## config.mk

```make
export PLATFORM = sky130hd
export DESIGN_NAME = gps_time_to_calendar
export DESIGN_NICKNAME = d
export VERILOG_FILES = /design/src/design/gtc_pkg.sv /design/src/design/gtc_ctrl.sv /design/src/design/gtc_front.sv /design/src/design/gtc_date.sv /design/src/design/gtc_tod.sv /design/src/design/gps_time_to_calendar.sv
export SDC_FILE = /design/constraint.sdc
export NUM_CORES = 2
export LEC_CHECK = 0
export BUFFER_PORTS_ARGS = -buffer_cell sky130_fd_sc_hd__clkbuf_2
export CAP_MARGIN = 20
export CORE_ASPECT_RATIO = 1.5
export CORE_UTILIZATION = 45
export CTS_CLUSTER_DIAMETER = 40
export DETAILED_ROUTE_END_ITERATION = 6
export GPL_TIMING_DRIVEN = 0
export PLACE_DENSITY = 0.71
export REMOVE_ABC_BUFFERS = 1
export SLEW_MARGIN = 20
export SYNTH_ARGS = -nofsm -noshare
export SYNTH_HDL_FRONTEND = slang
export SYNTH_SLANG_ARGS = --single-unit
```

## constraint.sdc

```tcl
create_clock -name i_clk -period 18.6 [get_ports i_clk]
set_input_delay 5.58 -clock i_clk [delete_from_list [all_inputs] [get_ports i_clk]]
set_output_delay 5.58 -clock i_clk [all_outputs]
set_load 0.01 [all_outputs]
```

## src/design/gtc_pkg.sv

```systemverilog
// Package of the GPS time to calendar block: widths, scaled reciprocals and tables.
// Used by every module of the block; depends on nothing.
package gtc_pkg;

    localparam int WEEK_BITS_DEF = 13;
    localparam int MILLIS_W      = 30;
    localparam int NSTG          = 6;

    // Internal widths, sized for the largest supported week number.
    localparam int B_W     = 22;
    localparam int X_W     = 29;
    localparam int MSD_W   = 27;
    localparam int C_W     = 13;
    localparam int D_W     = 24;
    localparam int Y_W     = 9;
    localparam int E_W     = 4;
    localparam int REMH_W  = 22;
    localparam int REMM_W  = 16;

    localparam logic [MILLIS_W-1:0] MS_WEEK_MAX = 30'd604799999;
    // Julian day number at the epoch plus the 1537 day offset.
    localparam logic [B_W-1:0] B_BASE = 22'd2445782;
    // 100 * B_BASE - 12210, the scaled form of b - 122.1.
    localparam logic [X_W-1:0] X_BASE = 29'd244565990;
    localparam logic [C_W-1:0] YEAR_OFS = 13'd4715;

    // Exact reciprocals: floor(x / d) = (x * M) >> K for x below 2**N,
    // with K = N + ceil(log2 d) and M = ceil(2**K / d).
    localparam int KC   = 45;
    localparam int MC_W = 30;
    localparam int PC_W = X_W + MC_W;
    localparam logic [MC_W-1:0] MC = MC_W'(((64'd1 << KC) + 64'd36524) / 64'd36525);

    localparam int KH   = 49;
    localparam int MH_W = 28;
    localparam int PH_W = MSD_W + MH_W;
    localparam logic [MH_W-1:0] MH = MH_W'(((64'd1 << KH) + 64'd3599999) / 64'd3600000);

    localparam int KM   = 38;
    localparam int MM_W = 23;
    localparam int PM_W = REMH_W + MM_W;
    localparam logic [MM_W-1:0] MM = MM_W'(((64'd1 << KM) + 64'd59999) / 64'd60000);

    localparam int KS   = 26;
    localparam int MS_W = 17;
    localparam int PS_W = REMM_W + MS_W;
    localparam logic [MS_W-1:0] MS = MS_W'(((64'd1 << KS) + 64'd999) / 64'd1000);

    typedef logic [6:0][MILLIS_W-1:0] t_day_tab;
    typedef logic [23:0][MSD_W-1:0]   t_hour_tab;
    typedef logic [59:0][REMH_W-1:0]  t_min_tab;
    typedef logic [59:0][REMM_W-1:0]  t_sec_tab;
    typedef logic [15:0][Y_W-1:0]     t_mon_tab;

    typedef struct packed {
        logic [NSTG-1:0] en;
    } t_pipe_ctl;

    typedef struct packed {
        logic [9:0]  millis;
        logic [5:0]  second;
        logic [5:0]  minute;
        logic [4:0]  hour;
        logic [4:0]  day;
        logic [3:0]  month;
        logic [11:0] year;
    } t_cal_out;

    function automatic t_day_tab build_day_tab();
        t_day_tab t;
        for (int k = 0; k < 7; k++) begin
            t[k] = MILLIS_W'(k * 86400000);
        end
        return t;
    endfunction

    function automatic t_hour_tab build_hour_tab();
        t_hour_tab t;
        for (int k = 0; k < 24; k++) begin
            t[k] = MSD_W'(k * 3600000);
        end
        return t;
    endfunction

    function automatic t_min_tab build_min_tab();
        t_min_tab t;
        for (int k = 0; k < 60; k++) begin
            t[k] = REMH_W'(k * 60000);
        end
        return t;
    endfunction

    function automatic t_sec_tab build_sec_tab();
        t_sec_tab t;
        for (int k = 0; k < 60; k++) begin
            t[k] = REMM_W'(k * 1000);
        end
        return t;
    endfunction

    // Smallest day count y with floor(y / 30.6001) >= k.
    function automatic t_mon_tab build_thr_tab();
        t_mon_tab t;
        for (int k = 0; k < 16; k++) begin
            t[k] = Y_W'((k * 306001 + 9999) / 10000);
        end
        return t;
    endfunction

    // floor(k * 30.6001).
    function automatic t_mon_tab build_ft_tab();
        t_mon_tab t;
        for (int k = 0; k < 16; k++) begin
            t[k] = Y_W'((k * 306001) / 10000);
        end
        return t;
    endfunction

    localparam t_day_tab  DAY_MS  = build_day_tab();
    localparam t_hour_tab HOUR_MS = build_hour_tab();
    localparam t_min_tab  MIN_MS  = build_min_tab();
    localparam t_sec_tab  SEC_MS  = build_sec_tab();
    localparam t_mon_tab  THR     = build_thr_tab();
    localparam t_mon_tab  FT      = build_ft_tab();

endpackage

```

## src/design/gtc_ctrl.sv

```systemverilog
// Valid bits and stage enables of the six stage pipeline.
// Depends on gtc_pkg.
module gtc_ctrl (
    input  logic                i_clk,
    input  logic                i_rst_n,
    input  logic                i_s_tvalid,
    output logic                o_s_tready,
    output logic                o_m_tvalid,
    input  logic                i_m_tready,
    output gtc_pkg::t_pipe_ctl  o_ctl
);

    logic [gtc_pkg::NSTG-1:0] r_vld;
    logic [gtc_pkg::NSTG-1:0] n_vld;
    logic [gtc_pkg::NSTG-1:0] w_en;

    // A stage loads when it is empty or when its contents move on, so bubbles close up.
    always_comb begin
        w_en[gtc_pkg::NSTG-1] = !r_vld[gtc_pkg::NSTG-1] || i_m_tready;
        for (int k = gtc_pkg::NSTG - 2; k >= 0; k--) begin
            w_en[k] = !r_vld[k] || w_en[k+1];
        end
    end

    always_comb begin
        n_vld[0] = w_en[0] ? i_s_tvalid : r_vld[0];
        for (int k = 1; k < gtc_pkg::NSTG; k++) begin
            n_vld[k] = w_en[k] ? r_vld[k-1] : r_vld[k];
        end
    end

    always_ff @(posedge i_clk) begin
        if (!i_rst_n) begin
            r_vld <= '0;
        end else begin
            r_vld <= n_vld;
        end
    end

    assign o_ctl.en   = w_en;
    assign o_s_tready = w_en[0];
    assign o_m_tvalid = r_vld[gtc_pkg::NSTG-1];

endmodule

```

## src/design/gtc_front.sv

```systemverilog
// First stage: saturation of the millisecond count, day of week, day number and its scaled form.
// Depends on gtc_pkg.
module gtc_front #(
    parameter int WEEK_BITS = gtc_pkg::WEEK_BITS_DEF
) (
    input  logic                          i_clk,
    input  logic                          i_en,
    input  logic [WEEK_BITS-1:0]          i_week,
    input  logic [gtc_pkg::MILLIS_W-1:0]  i_ms,
    output logic [gtc_pkg::B_W-1:0]       o_b,
    output logic [gtc_pkg::X_W-1:0]       o_x,
    output logic [gtc_pkg::MSD_W-1:0]     o_msd
);

    logic [gtc_pkg::MILLIS_W-1:0] w_ms_sat;
    logic [2:0]                   w_dow;
    logic [gtc_pkg::B_W-1:0]      n_b;
    logic [gtc_pkg::X_W-1:0]      n_x;
    logic [gtc_pkg::MSD_W-1:0]    n_msd;
    logic [gtc_pkg::B_W-1:0]      r_b;
    logic [gtc_pkg::X_W-1:0]      r_x;
    logic [gtc_pkg::MSD_W-1:0]    r_msd;

    // The day compares look at the raw count: a saturated count passes all of them anyway.
    always_comb begin
        w_ms_sat = (i_ms > gtc_pkg::MS_WEEK_MAX) ? gtc_pkg::MS_WEEK_MAX : i_ms;
        w_dow    = '0;
        for (int k = 1; k < 7; k++) begin
            if (i_ms >= gtc_pkg::DAY_MS[k]) begin
                w_dow = 3'(k);
            end
        end
        n_msd = gtc_pkg::MSD_W'(w_ms_sat - gtc_pkg::DAY_MS[w_dow]);
        n_b   = gtc_pkg::B_BASE + (gtc_pkg::B_W'(i_week) << 3) - gtc_pkg::B_W'(i_week)
              + gtc_pkg::B_W'(w_dow);
        n_x   = gtc_pkg::X_BASE + gtc_pkg::X_W'(i_week) * gtc_pkg::X_W'(700)
              + gtc_pkg::X_W'(w_dow) * gtc_pkg::X_W'(100);
    end

    always_ff @(posedge i_clk) begin
        if (i_en) begin
            r_b   <= n_b;
            r_x   <= n_x;
            r_msd <= n_msd;
        end
    end

    assign o_b   = r_b;
    assign o_x   = r_x;
    assign o_msd = r_msd;

endmodule

```

## src/design/gtc_date.sv

```systemverilog
// Date path, stages two to six: day number to year, month and day of month.
// Depends on gtc_pkg.
module gtc_date (
    input  logic                     i_clk,
    input  gtc_pkg::t_pipe_ctl       i_ctl,
    input  logic [gtc_pkg::B_W-1:0]  i_b,
    input  logic [gtc_pkg::X_W-1:0]  i_x,
    output logic [11:0]              o_year,
    output logic [3:0]               o_month,
    output logic [4:0]               o_day
);

    logic [gtc_pkg::PC_W-1:0] n_pc;
    logic [gtc_pkg::PC_W-1:0] r_pc;
    logic [gtc_pkg::B_W-1:0]  r_b2;

    logic [gtc_pkg::C_W-1:0]  n_c;
    logic [gtc_pkg::D_W-1:0]  w_d;
    logic [gtc_pkg::Y_W-1:0]  n_y;
    logic [gtc_pkg::C_W-1:0]  r_c3;
    logic [gtc_pkg::Y_W-1:0]  r_y3;

    logic [gtc_pkg::E_W-1:0]  w_e;
    logic [gtc_pkg::Y_W-1:0]  w_dd;
    logic [3:0]               n_month;
    logic [11:0]              n_year;
    logic [11:0]              r_year4, r_year5, r_year6;
    logic [3:0]               r_month4, r_month5, r_month6;
    logic [4:0]               r_day4, r_day5, r_day6;

    // Stage two: c = (100 b - 12210) / 36525 through its reciprocal.
    assign n_pc = gtc_pkg::PC_W'(i_x) * gtc_pkg::PC_W'(gtc_pkg::MC);

    // Stage three: d = floor(365.25 c) and the day count within the shifted year.
    always_comb begin
        n_c = gtc_pkg::C_W'(r_pc >> gtc_pkg::KC);
        w_d = (gtc_pkg::D_W'(n_c) * gtc_pkg::D_W'(1461)) >> 2;
        n_y = gtc_pkg::Y_W'(r_b2 - gtc_pkg::B_W'(w_d));
    end

    // Stage four: e = floor(y / 30.6001) from thresholds, then day, month and year.
    always_comb begin
        w_e = '0;
        for (int k = 1; k < 16; k++) begin
            if (r_y3 >= gtc_pkg::THR[k]) begin
                w_e = gtc_pkg::E_W'(k);
            end
        end
        w_dd = r_y3 - gtc_pkg::FT[w_e];
        if (w_e >= 4'd14) begin
            n_month = w_e - 4'd13;
        end else begin
            n_month = w_e - 4'd1;
        end
        // January and February belong to the year after the shifted one.
        n_year = 12'(r_c3 - gtc_pkg::YEAR_OFS - gtc_pkg::C_W'(n_month >= 4'd3));
    end

    always_ff @(posedge i_clk) begin
        if (i_ctl.en[1]) begin
            r_pc <= n_pc;
            r_b2 <= i_b;
        end
        if (i_ctl.en[2]) begin
            r_c3 <= n_c;
            r_y3 <= n_y;
        end
        if (i_ctl.en[3]) begin
            r_year4  <= n_year;
            r_month4 <= n_month;
            r_day4   <= 5'(w_dd);
        end
        if (i_ctl.en[4]) begin
            r_year5  <= r_year4;
            r_month5 <= r_month4;
            r_day5   <= r_day4;
        end
        if (i_ctl.en[5]) begin
            r_year6  <= r_year5;
            r_month6 <= r_month5;
            r_day6   <= r_day5;
        end
    end

    assign o_year  = r_year6;
    assign o_month = r_month6;
    assign o_day   = r_day6;

endmodule

```

## src/design/gtc_tod.sv

```systemverilog
// Time of day path, stages two to six: millisecond of the day to hour, minute, second, millisecond.
// Depends on gtc_pkg.
module gtc_tod (
    input  logic                       i_clk,
    input  gtc_pkg::t_pipe_ctl         i_ctl,
    input  logic [gtc_pkg::MSD_W-1:0]  i_msd,
    output logic [4:0]                 o_hour,
    output logic [5:0]                 o_minute,
    output logic [5:0]                 o_second,
    output logic [9:0]                 o_millis
);

    logic [gtc_pkg::PH_W-1:0]   n_ph;
    logic [gtc_pkg::PH_W-1:0]   r_ph2;
    logic [gtc_pkg::MSD_W-1:0]  r_msd2;

    logic [4:0]                 n_hour;
    logic [gtc_pkg::REMH_W-1:0] n_remh;
    logic [4:0]                 r_hour3, r_hour4, r_hour5, r_hour6;
    logic [gtc_pkg::REMH_W-1:0] r_remh3, r_remh4;

    logic [gtc_pkg::PM_W-1:0]   n_pm;
    logic [gtc_pkg::PM_W-1:0]   r_pm4;

    logic [5:0]                 n_minute;
    logic [gtc_pkg::REMM_W-1:0] n_remm;
    logic [gtc_pkg::PS_W-1:0]   n_ps;
    logic [5:0]                 r_minute5, r_minute6;
    logic [gtc_pkg::REMM_W-1:0] r_remm5;
    logic [gtc_pkg::PS_W-1:0]   r_ps5;

    logic [5:0]                 n_second;
    logic [9:0]                 n_millis;
    logic [5:0]                 r_second6;
    logic [9:0]                 r_millis6;

    assign n_ph = gtc_pkg::PH_W'(i_msd) * gtc_pkg::PH_W'(gtc_pkg::MH);

    always_comb begin
        n_hour = 5'(r_ph2 >> gtc_pkg::KH);
        n_remh = gtc_pkg::REMH_W'(r_msd2 - gtc_pkg::HOUR_MS[n_hour]);
    end

    assign n_pm = gtc_pkg::PM_W'(r_remh3) * gtc_pkg::PM_W'(gtc_pkg::MM);

    always_comb begin
        n_minute = 6'(r_pm4 >> gtc_pkg::KM);
        n_remm   = gtc_pkg::REMM_W'(r_remh4 - gtc_pkg::MIN_MS[n_minute]);
        n_ps     = gtc_pkg::PS_W'(n_remm) * gtc_pkg::PS_W'(gtc_pkg::MS);
    end

    always_comb begin
        n_second = 6'(r_ps5 >> gtc_pkg::KS);
        n_millis = 10'(r_remm5 - gtc_pkg::SEC_MS[n_second]);
    end

    always_ff @(posedge i_clk) begin
        if (i_ctl.en[1]) begin
            r_ph2  <= n_ph;
            r_msd2 <= i_msd;
        end
        if (i_ctl.en[2]) begin
            r_hour3 <= n_hour;
            r_remh3 <= n_remh;
        end
        if (i_ctl.en[3]) begin
            r_hour4 <= r_hour3;
            r_remh4 <= r_remh3;
            r_pm4   <= n_pm;
        end
        if (i_ctl.en[4]) begin
            r_hour5   <= r_hour4;
            r_minute5 <= n_minute;
            r_remm5   <= n_remm;
            r_ps5     <= n_ps;
        end
        if (i_ctl.en[5]) begin
            r_hour6   <= r_hour5;
            r_minute6 <= r_minute5;
            r_second6 <= n_second;
            r_millis6 <= n_millis;
        end
    end

    assign o_hour   = r_hour6;
    assign o_minute = r_minute6;
    assign o_second = r_second6;
    assign o_millis = r_millis6;

endmodule

```

## src/design/gps_time_to_calendar.sv

```systemverilog
// Converts a GPS week number and millisecond of the week into a Gregorian date and time of day.
// Top level; depends on gtc_pkg, gtc_ctrl, gtc_front, gtc_date and gtc_tod.
//
// One transfer in gives one transfer out, in order. The block takes a new item every clock
// cycle while its output is not stalled, and passes each item through its six register
// stages, which hold the scaled reciprocal multiplies standing in for the divisions by 36525,
// 3600000, 60000 and 1000. A stalled output only halts the stages that are full, so empty
// stages keep taking input. Week bits above WEEK_BITS are ignored, and a millisecond count past
// the end of the week is read as the last millisecond of the week. Dates from 2100-03-01 on are
// one day behind the true Gregorian date, as every fourth year is taken as a leap year. No
// state is kept between items and there is no start-up pass after reset.
module gps_time_to_calendar #(
    parameter int WEEK_BITS = gtc_pkg::WEEK_BITS_DEF
) (
    input  logic                  i_clk,
    input  logic                  i_rst_n,
    input  logic                  i_s_tvalid,
    output logic                  o_s_tready,
    // gps_week [WEEK_BITS-1:0], week_millis [WEEK_BITS+29:WEEK_BITS], zero padding above
    input  logic [((WEEK_BITS + gtc_pkg::MILLIS_W + 7) / 8) * 8 - 1:0] i_s_tdata,
    output logic                  o_m_tvalid,
    input  logic                  i_m_tready,
    // year [11:0], month [15:12], day [20:16], hour [25:21], minute [31:26],
    // second [37:32], millis [47:38]
    output logic [47:0]           o_m_tdata
);

    gtc_pkg::t_pipe_ctl              w_ctl;
    logic [gtc_pkg::B_W-1:0]         w_b;
    logic [gtc_pkg::X_W-1:0]         w_x;
    logic [gtc_pkg::MSD_W-1:0]       w_msd;
    gtc_pkg::t_cal_out               w_cal;

    gtc_ctrl u_ctrl (
        .i_clk      (i_clk),
        .i_rst_n    (i_rst_n),
        .i_s_tvalid (i_s_tvalid),
        .o_s_tready (o_s_tready),
        .o_m_tvalid (o_m_tvalid),
        .i_m_tready (i_m_tready),
        .o_ctl      (w_ctl)
    );

    gtc_front #(
        .WEEK_BITS (WEEK_BITS)
    ) u_front (
        .i_clk  (i_clk),
        .i_en   (w_ctl.en[0]),
        .i_week (i_s_tdata[WEEK_BITS-1:0]),
        .i_ms   (i_s_tdata[WEEK_BITS +: gtc_pkg::MILLIS_W]),
        .o_b    (w_b),
        .o_x    (w_x),
        .o_msd  (w_msd)
    );

    gtc_date u_date (
        .i_clk   (i_clk),
        .i_ctl   (w_ctl),
        .i_b     (w_b),
        .i_x     (w_x),
        .o_year  (w_cal.year),
        .o_month (w_cal.month),
        .o_day   (w_cal.day)
    );

    gtc_tod u_tod (
        .i_clk    (i_clk),
        .i_ctl    (w_ctl),
        .i_msd    (w_msd),
        .o_hour   (w_cal.hour),
        .o_minute (w_cal.minute),
        .o_second (w_cal.second),
        .o_millis (w_cal.millis)
    );

    assign o_m_tdata = w_cal;

endmodule

```

* Yosys cells after proc, flatten, opt, wreduce, memory -nomap -nowiden
Memories as Yosys holds them, arrays and structs flattened. A register that Yosys moved wholly into a read port is not among the register bits.
Index checks and enable logic that the tools add are counted.
** Word-level totals
- Bits in registers :: 468
- Bits in latches :: 0
- RAM bits :: 0
- Bits in read-only memories :: 3680
- Bits of input ports :: 52
- Output and inout port bits :: 50
- Word-level logic and storage cells :: 136
- Memories :: 5
** Memory list
- (no name shown) :: depth 64, width 22, read ports 1, clocked after memory_dff 1, write ports 0, RTL line gtc_tod.sv:48 : n_remm = gtc_pkg::REMM_W'(r_remh4 - gtc_pkg::MIN_MS[n_minute]);
- (no name shown) :: depth 64, width 16, read ports 1, clocked after memory_dff 1, write ports 0, RTL line gtc_tod.sv:54 : n_millis = 10'(r_remm5 - gtc_pkg::SEC_MS[n_second]);
- (no name shown) :: depth 32, width 27, read ports 1, clocked after memory_dff 1, write ports 0, RTL line gtc_tod.sv:41 : n_remh = gtc_pkg::REMH_W'(r_msd2 - gtc_pkg::HOUR_MS[n_hour]);
- (no name shown) :: depth 8, width 30, read ports 1, clocked after memory_dff 0, write ports 0, RTL line gtc_front.sv:33 : n_msd = gtc_pkg::MSD_W'(w_ms_sat - gtc_pkg::DAY_MS[w_dow]);
- (no name shown) :: depth 16, width 9, read ports 1, clocked after memory_dff 0, write ports 0, RTL line gtc_date.sv:49 : w_dd = r_y3 - gtc_pkg::FT[w_e];
** Cells by class
- Add/subtract/negate cells :: 15
- Multiply operators :: 7
- Div/mod/pow operators :: 0
- Magnitude comparators :: 29
- Equality and inequality tests :: 0
- Shift-type cells :: 0
- Mux-type cells :: 31
- Bitwise gates (word level) :: 0
- Reduce and logical (&&, ||, !) cells :: 12
** Operators by type and width (number)
- $ge 30x29->1 const B :: 3
- $ge 9x9->1 const B :: 7
- $ge 30x28->1 const B :: 2
- $mul 29x30->58 const B :: 1
- $mux 27 :: 2
- $mul 27x26->52 const B :: 1
- $mul 22x23->44 const B :: 1
- $ge 9x8->1 const B :: 4
- $mux 4 :: 9
- $mul 16x17->32 const B :: 1
- $ge 30x27->1 const B :: 1
- $gt 30x30->1 const B :: 1
- $add 28x23->29 const A :: 1
- $add 29x10->29 :: 1
- $mux 3 :: 9
- $sub 27x27->27 :: 1
- $mux 22 :: 1
- $sub 22x22->22 :: 1
- $mul 13x8->21 const B :: 1
- $ge 9x7->1 const B :: 2
- $sub 9x9->9 :: 2
- $mux 16 :: 1
- $sub 16x16->16 :: 1
- $lt 6x7->1 const B :: 2
- other kinds (24) :: 38

* Longest topological paths before layout
- Depth after elaboration :: 20
- Gate-level depth with buffers :: 35

* By module
A second synthesis with hierarchy kept.
** Unflattened totals
- Cells, all modules :: 5746
- Area total of the unflattened synthesis :: 59873.7 µm²
** By module, submodules not included
- gtc_tod :: instances 1, cells an instance 3121, area an instance 31753.0 µm²
- gtc_date :: instances 1, cells an instance 1771, area an instance 19969.2 µm²
- gtc_front :: instances 1, cells an instance 827, area an instance 7910.1 µm²
- gtc_ctrl :: instances 1, cells an instance 27, area an instance 241.5 µm²

* Worst setup path before layout
OpenSTA, ideal clock, no wires.
- Path kind :: input-to-output
- From :: in i_m_tready
- To :: out o_s_tready
- Arrival :: 7.749 ns
- Data required time :: 13.020 ns
- Setup slack :: 5.271 ns
- Stages :: 6
- Path buffers :: 2
- Cell sequence :: nor2b_1 > and3_1 > and3_1 > clkbuf_1 > clkbuf_1 > nand2_1
** On the way
- Longest elaborated chain between the ends :: 6
** RTL lines
- from (decl) :: RTL line gps_time_to_calendar.sv:22 : input logic i_m_tready,
- $logic_or 1x1->1 :: RTL line gtc_ctrl.sv:19 : w_en[gtc_pkg::NSTG-1] = !r_vld[gtc_pkg::NSTG-1] || i_m_tready;
- $logic_or 1x1->1 (5 in a row) :: RTL line gtc_ctrl.sv:21 : w_en[k] = !r_vld[k] || w_en[k+1];
- to (decl) :: RTL line gps_time_to_calendar.sv:18 : output logic o_s_tready,
Every way passes these cells.

* Worst setup path after layout
Ends and elaborated chain as after synthesis.

==> results_dict.tcl <==
set metrics [dict create \
    drtAntennaViolNets 0 \
    ctsHoldBuffers 0 \
    syn_to_final_growth_pct 7.52 \
    dp_hpwl_mm 113 \
    syn_area_um2 56800 \
    ios 102 \
    hp-class "reg -> reg" \
    cp_max_fo 57 \
    grt_pass1_vias 41500 \
    die_h_um 437 \
    path_class "in -> out" \
    wl_per_cell_um 18.4 \
    grt_antenna_before_repair 0 \
    die_width_um 292 \
    maxSlewHeadroom_pct 25.4 \
    report.final.setup_viol 0 \
    synth_cell_types 99 \
    tightest_slew_ps 1120 \
    drv_cap 0 \
    io_buffers 96 \
    final_max_slew_viol_count 0 \
    grt_max_degree 58 \
    arrival_ps 8350 \
    crit_path_end_kind "primary output" \
    clock_path_buffers 3 \
    viasPerCell 5.23 \
    route.detailed.drc 0 \
    drt_wl_total_mm 132 \
    fin_setup_tns_ps 0 \
    netlist_instances 5408 \
    ctsResizeCount 0 \
    diodes 0 \
    avgSynthCellArea_um2 10.5 \
    async_flop_share_pct 0 \
    vias 37500 \
    layout-drive-gt1-share_pct 4.64 \
    synth_ff_type "edfxtp_1" \
    core_area_um2 125000 \
    yosysSeqAreaShare_pct 17.2 \
    drt_iter0_markers 1369 \
    status "finished clean" \
    die_area_um2 128000 \
    grt_first_pass_wirelength_mm 215 \
    ys_seq_elements 338 \
    yosys.area.top_type_share_pct 30.1 \
    finalCriticalPeriod_ps 13930 \
    grt.total_usage_pct 21.5 \
    cts_buffers 52 \
    post-route-period-util_pct 74.9 \
    clk_latency_ps 640 \
    yosys_warnings 0 \
    fillCellCount 11400 \
    gp_congestion 0.978 \
    htree_levels 2 \
    timing.hold.ws_ps 410 \
    yosysTopAreaCell "fa_1" \
    layout.nets 7604 \
    post-cts-setup-buffers 0 \
    fin_skew_ps 45.2 \
    root_buffer "clkbuf_16" \
    synthTopCellsByArea "fa_1, ha_1, edfxtp_1" \
    drt_pass1_iterations 7 \
    synth_edf_count 299 \
    synth_common_cells "inv_1, ha_1, fa_1" \
    cts_sinks 338 \
    rows 159 \
    timing.final.ws_setup_ps 4670 \
    crit_required_ps 13020 \
    cts_tree "yes" \
    start_kind "input pin" \
    utilization_pct 48.8 \
    clk_pin_slew_worst_paths_ps 60 \
    grt_setup_unrepaired "false" \
    place_ws_ps 4660 \
    max_freq_mhz 71.8 \
    globalRouteOverflowTotal 0 \
    hold_viol 0 \
    initial_utilization_pct 45.3 \
    synth.most_common_cell "inv_1" \
]
## final timing paths
kind	startpoint	endpoint	slack (ps)	depth (start not counted)
max reg2reg	u_tod.r_remh3[5]	flop	8890	27
max	i_m_tready	o_s_tready	4670	7
min reg2reg	u_date.r_year4[1]	u_date.r_year5[1]	410	0
min	u_date.r_year4[1]	u_date.r_year5[1]	410	0
## critical path, cell delays in order
cell,delay (ps)
clkbuf_2,80
nor2b_1,250
and3_1,830
and3_1,820
nand2_4,280
buf_16,290
clkbuf_2,170
## state kept, by name, summed over array words and instances, names as in the netlist, 8 cells and up, named ones only
signal and cells:
u_tod.r_remm5 8, u_date.r_year5 12, u_tod.r_remh4 15, u_front.o_x 23, u_tod.o_millis 10, u_date.r_pc 12
u_front.o_b 9, u_date.r_y3 9, u_tod.r_msd2 22, u_date.r_b2 9, u_tod.r_remh3 22, u_date.r_c3 12
u_tod.r_ps5 8, u_date.o_year 12, u_date.r_year4 12, u_front.o_msd 27
## stage by stage
step	std cells	area, µm²
2_1_floorplan	5361	56600
3_3_place_gp	7067	59100
3_5_place_dp	7072	59300
4_1_cts	7170	61100
5_1_grt	7171	61100
6_report	7171	61100
## placed cells by master, fill, tap and decap left out, types with 13 or more instances in the layout
| cell | Yosys | layout |
|---|---|---|
| inv_1 | 1582 | 1579 |
| ha_1 | 1179 | 1179 |
| fa_1 | 856 | 856 |
| edfxtp_1 | 299 | 299 |
| a21oi_1 | 146 | 146 |
| nor2_1 | 136 | 136 |
| nand2_1 | 131 | 129 |
| xnor2_1 | 110 | 110 |
| o21ai_0 | 103 | 103 |
| clkbuf_2 | 0 | 96 |
| a21o_1 | 73 | 73 |
| nor3_1 | 58 | 58 |
| nand3_1 | 52 | 52 |
| clkbuf_16 | 0 | 52 |
| xor2_1 | 41 | 41 |
| dfxtp_1 | 39 | 39 |
| nor2b_1 | 36 | 36 |
| a211oi_1 | 35 | 35 |
| mux2i_1 | 35 | 35 |
| nand4_1 | 27 | 27 |
| o21a_1 | 23 | 23 |
| a21boi_0 | 22 | 22 |
| o21bai_1 | 21 | 21 |
| o211ai_1 | 20 | 20 |
| or2_2 | 20 | 20 |
| a211o_1 | 19 | 19 |
| and3_1 | 18 | 18 |
| a31oi_1 | 18 | 18 |
| nand2b_1 | 16 | 16 |
| a2111oi_0 | 16 | 16 |
| or3_1 | 15 | 15 |
| nor4_1 | 14 | 13 |
## layer usage
layer / vias up / global-route usage (%) / wire, µm
met2: 831 / 41.1 / 71000
met1: 18700 / 23.0 / 48100
li1: 17600 / - / -
met5: - / 0 / 0
met3: 355 / 2.11 / 4460
met4: 0 / 12.1 / 8460
## cells by family after synthesis
kind of cell    share of synthesized area [%]
compound gates                           7.66
simple gates                             5.12
xor+xnor                                 2.33
flops                                    17.2
buf+inv                                  10.9
mux                                     0.755
fa+ha+maj                                56.1
## layout make-up
class | instances | area [µm²] | area share, %
clock buffer | 62 | 1360 | 2.22
clock inverter | 36 | 477 | 0.780
inverter | 1586 | 5960 | 9.75
multi-input combinational | 3437 | 41000 | 67.0
sequential | 338 | 9760 | 16.0
tap | 1610 | 2010 | 3.30
timing repair buffer | 102 | 598 | 0.979
Power is left out: the tool's default activity adds up to more than one toggle a clock period on the data nets, which glitch-free logic cannot reach.
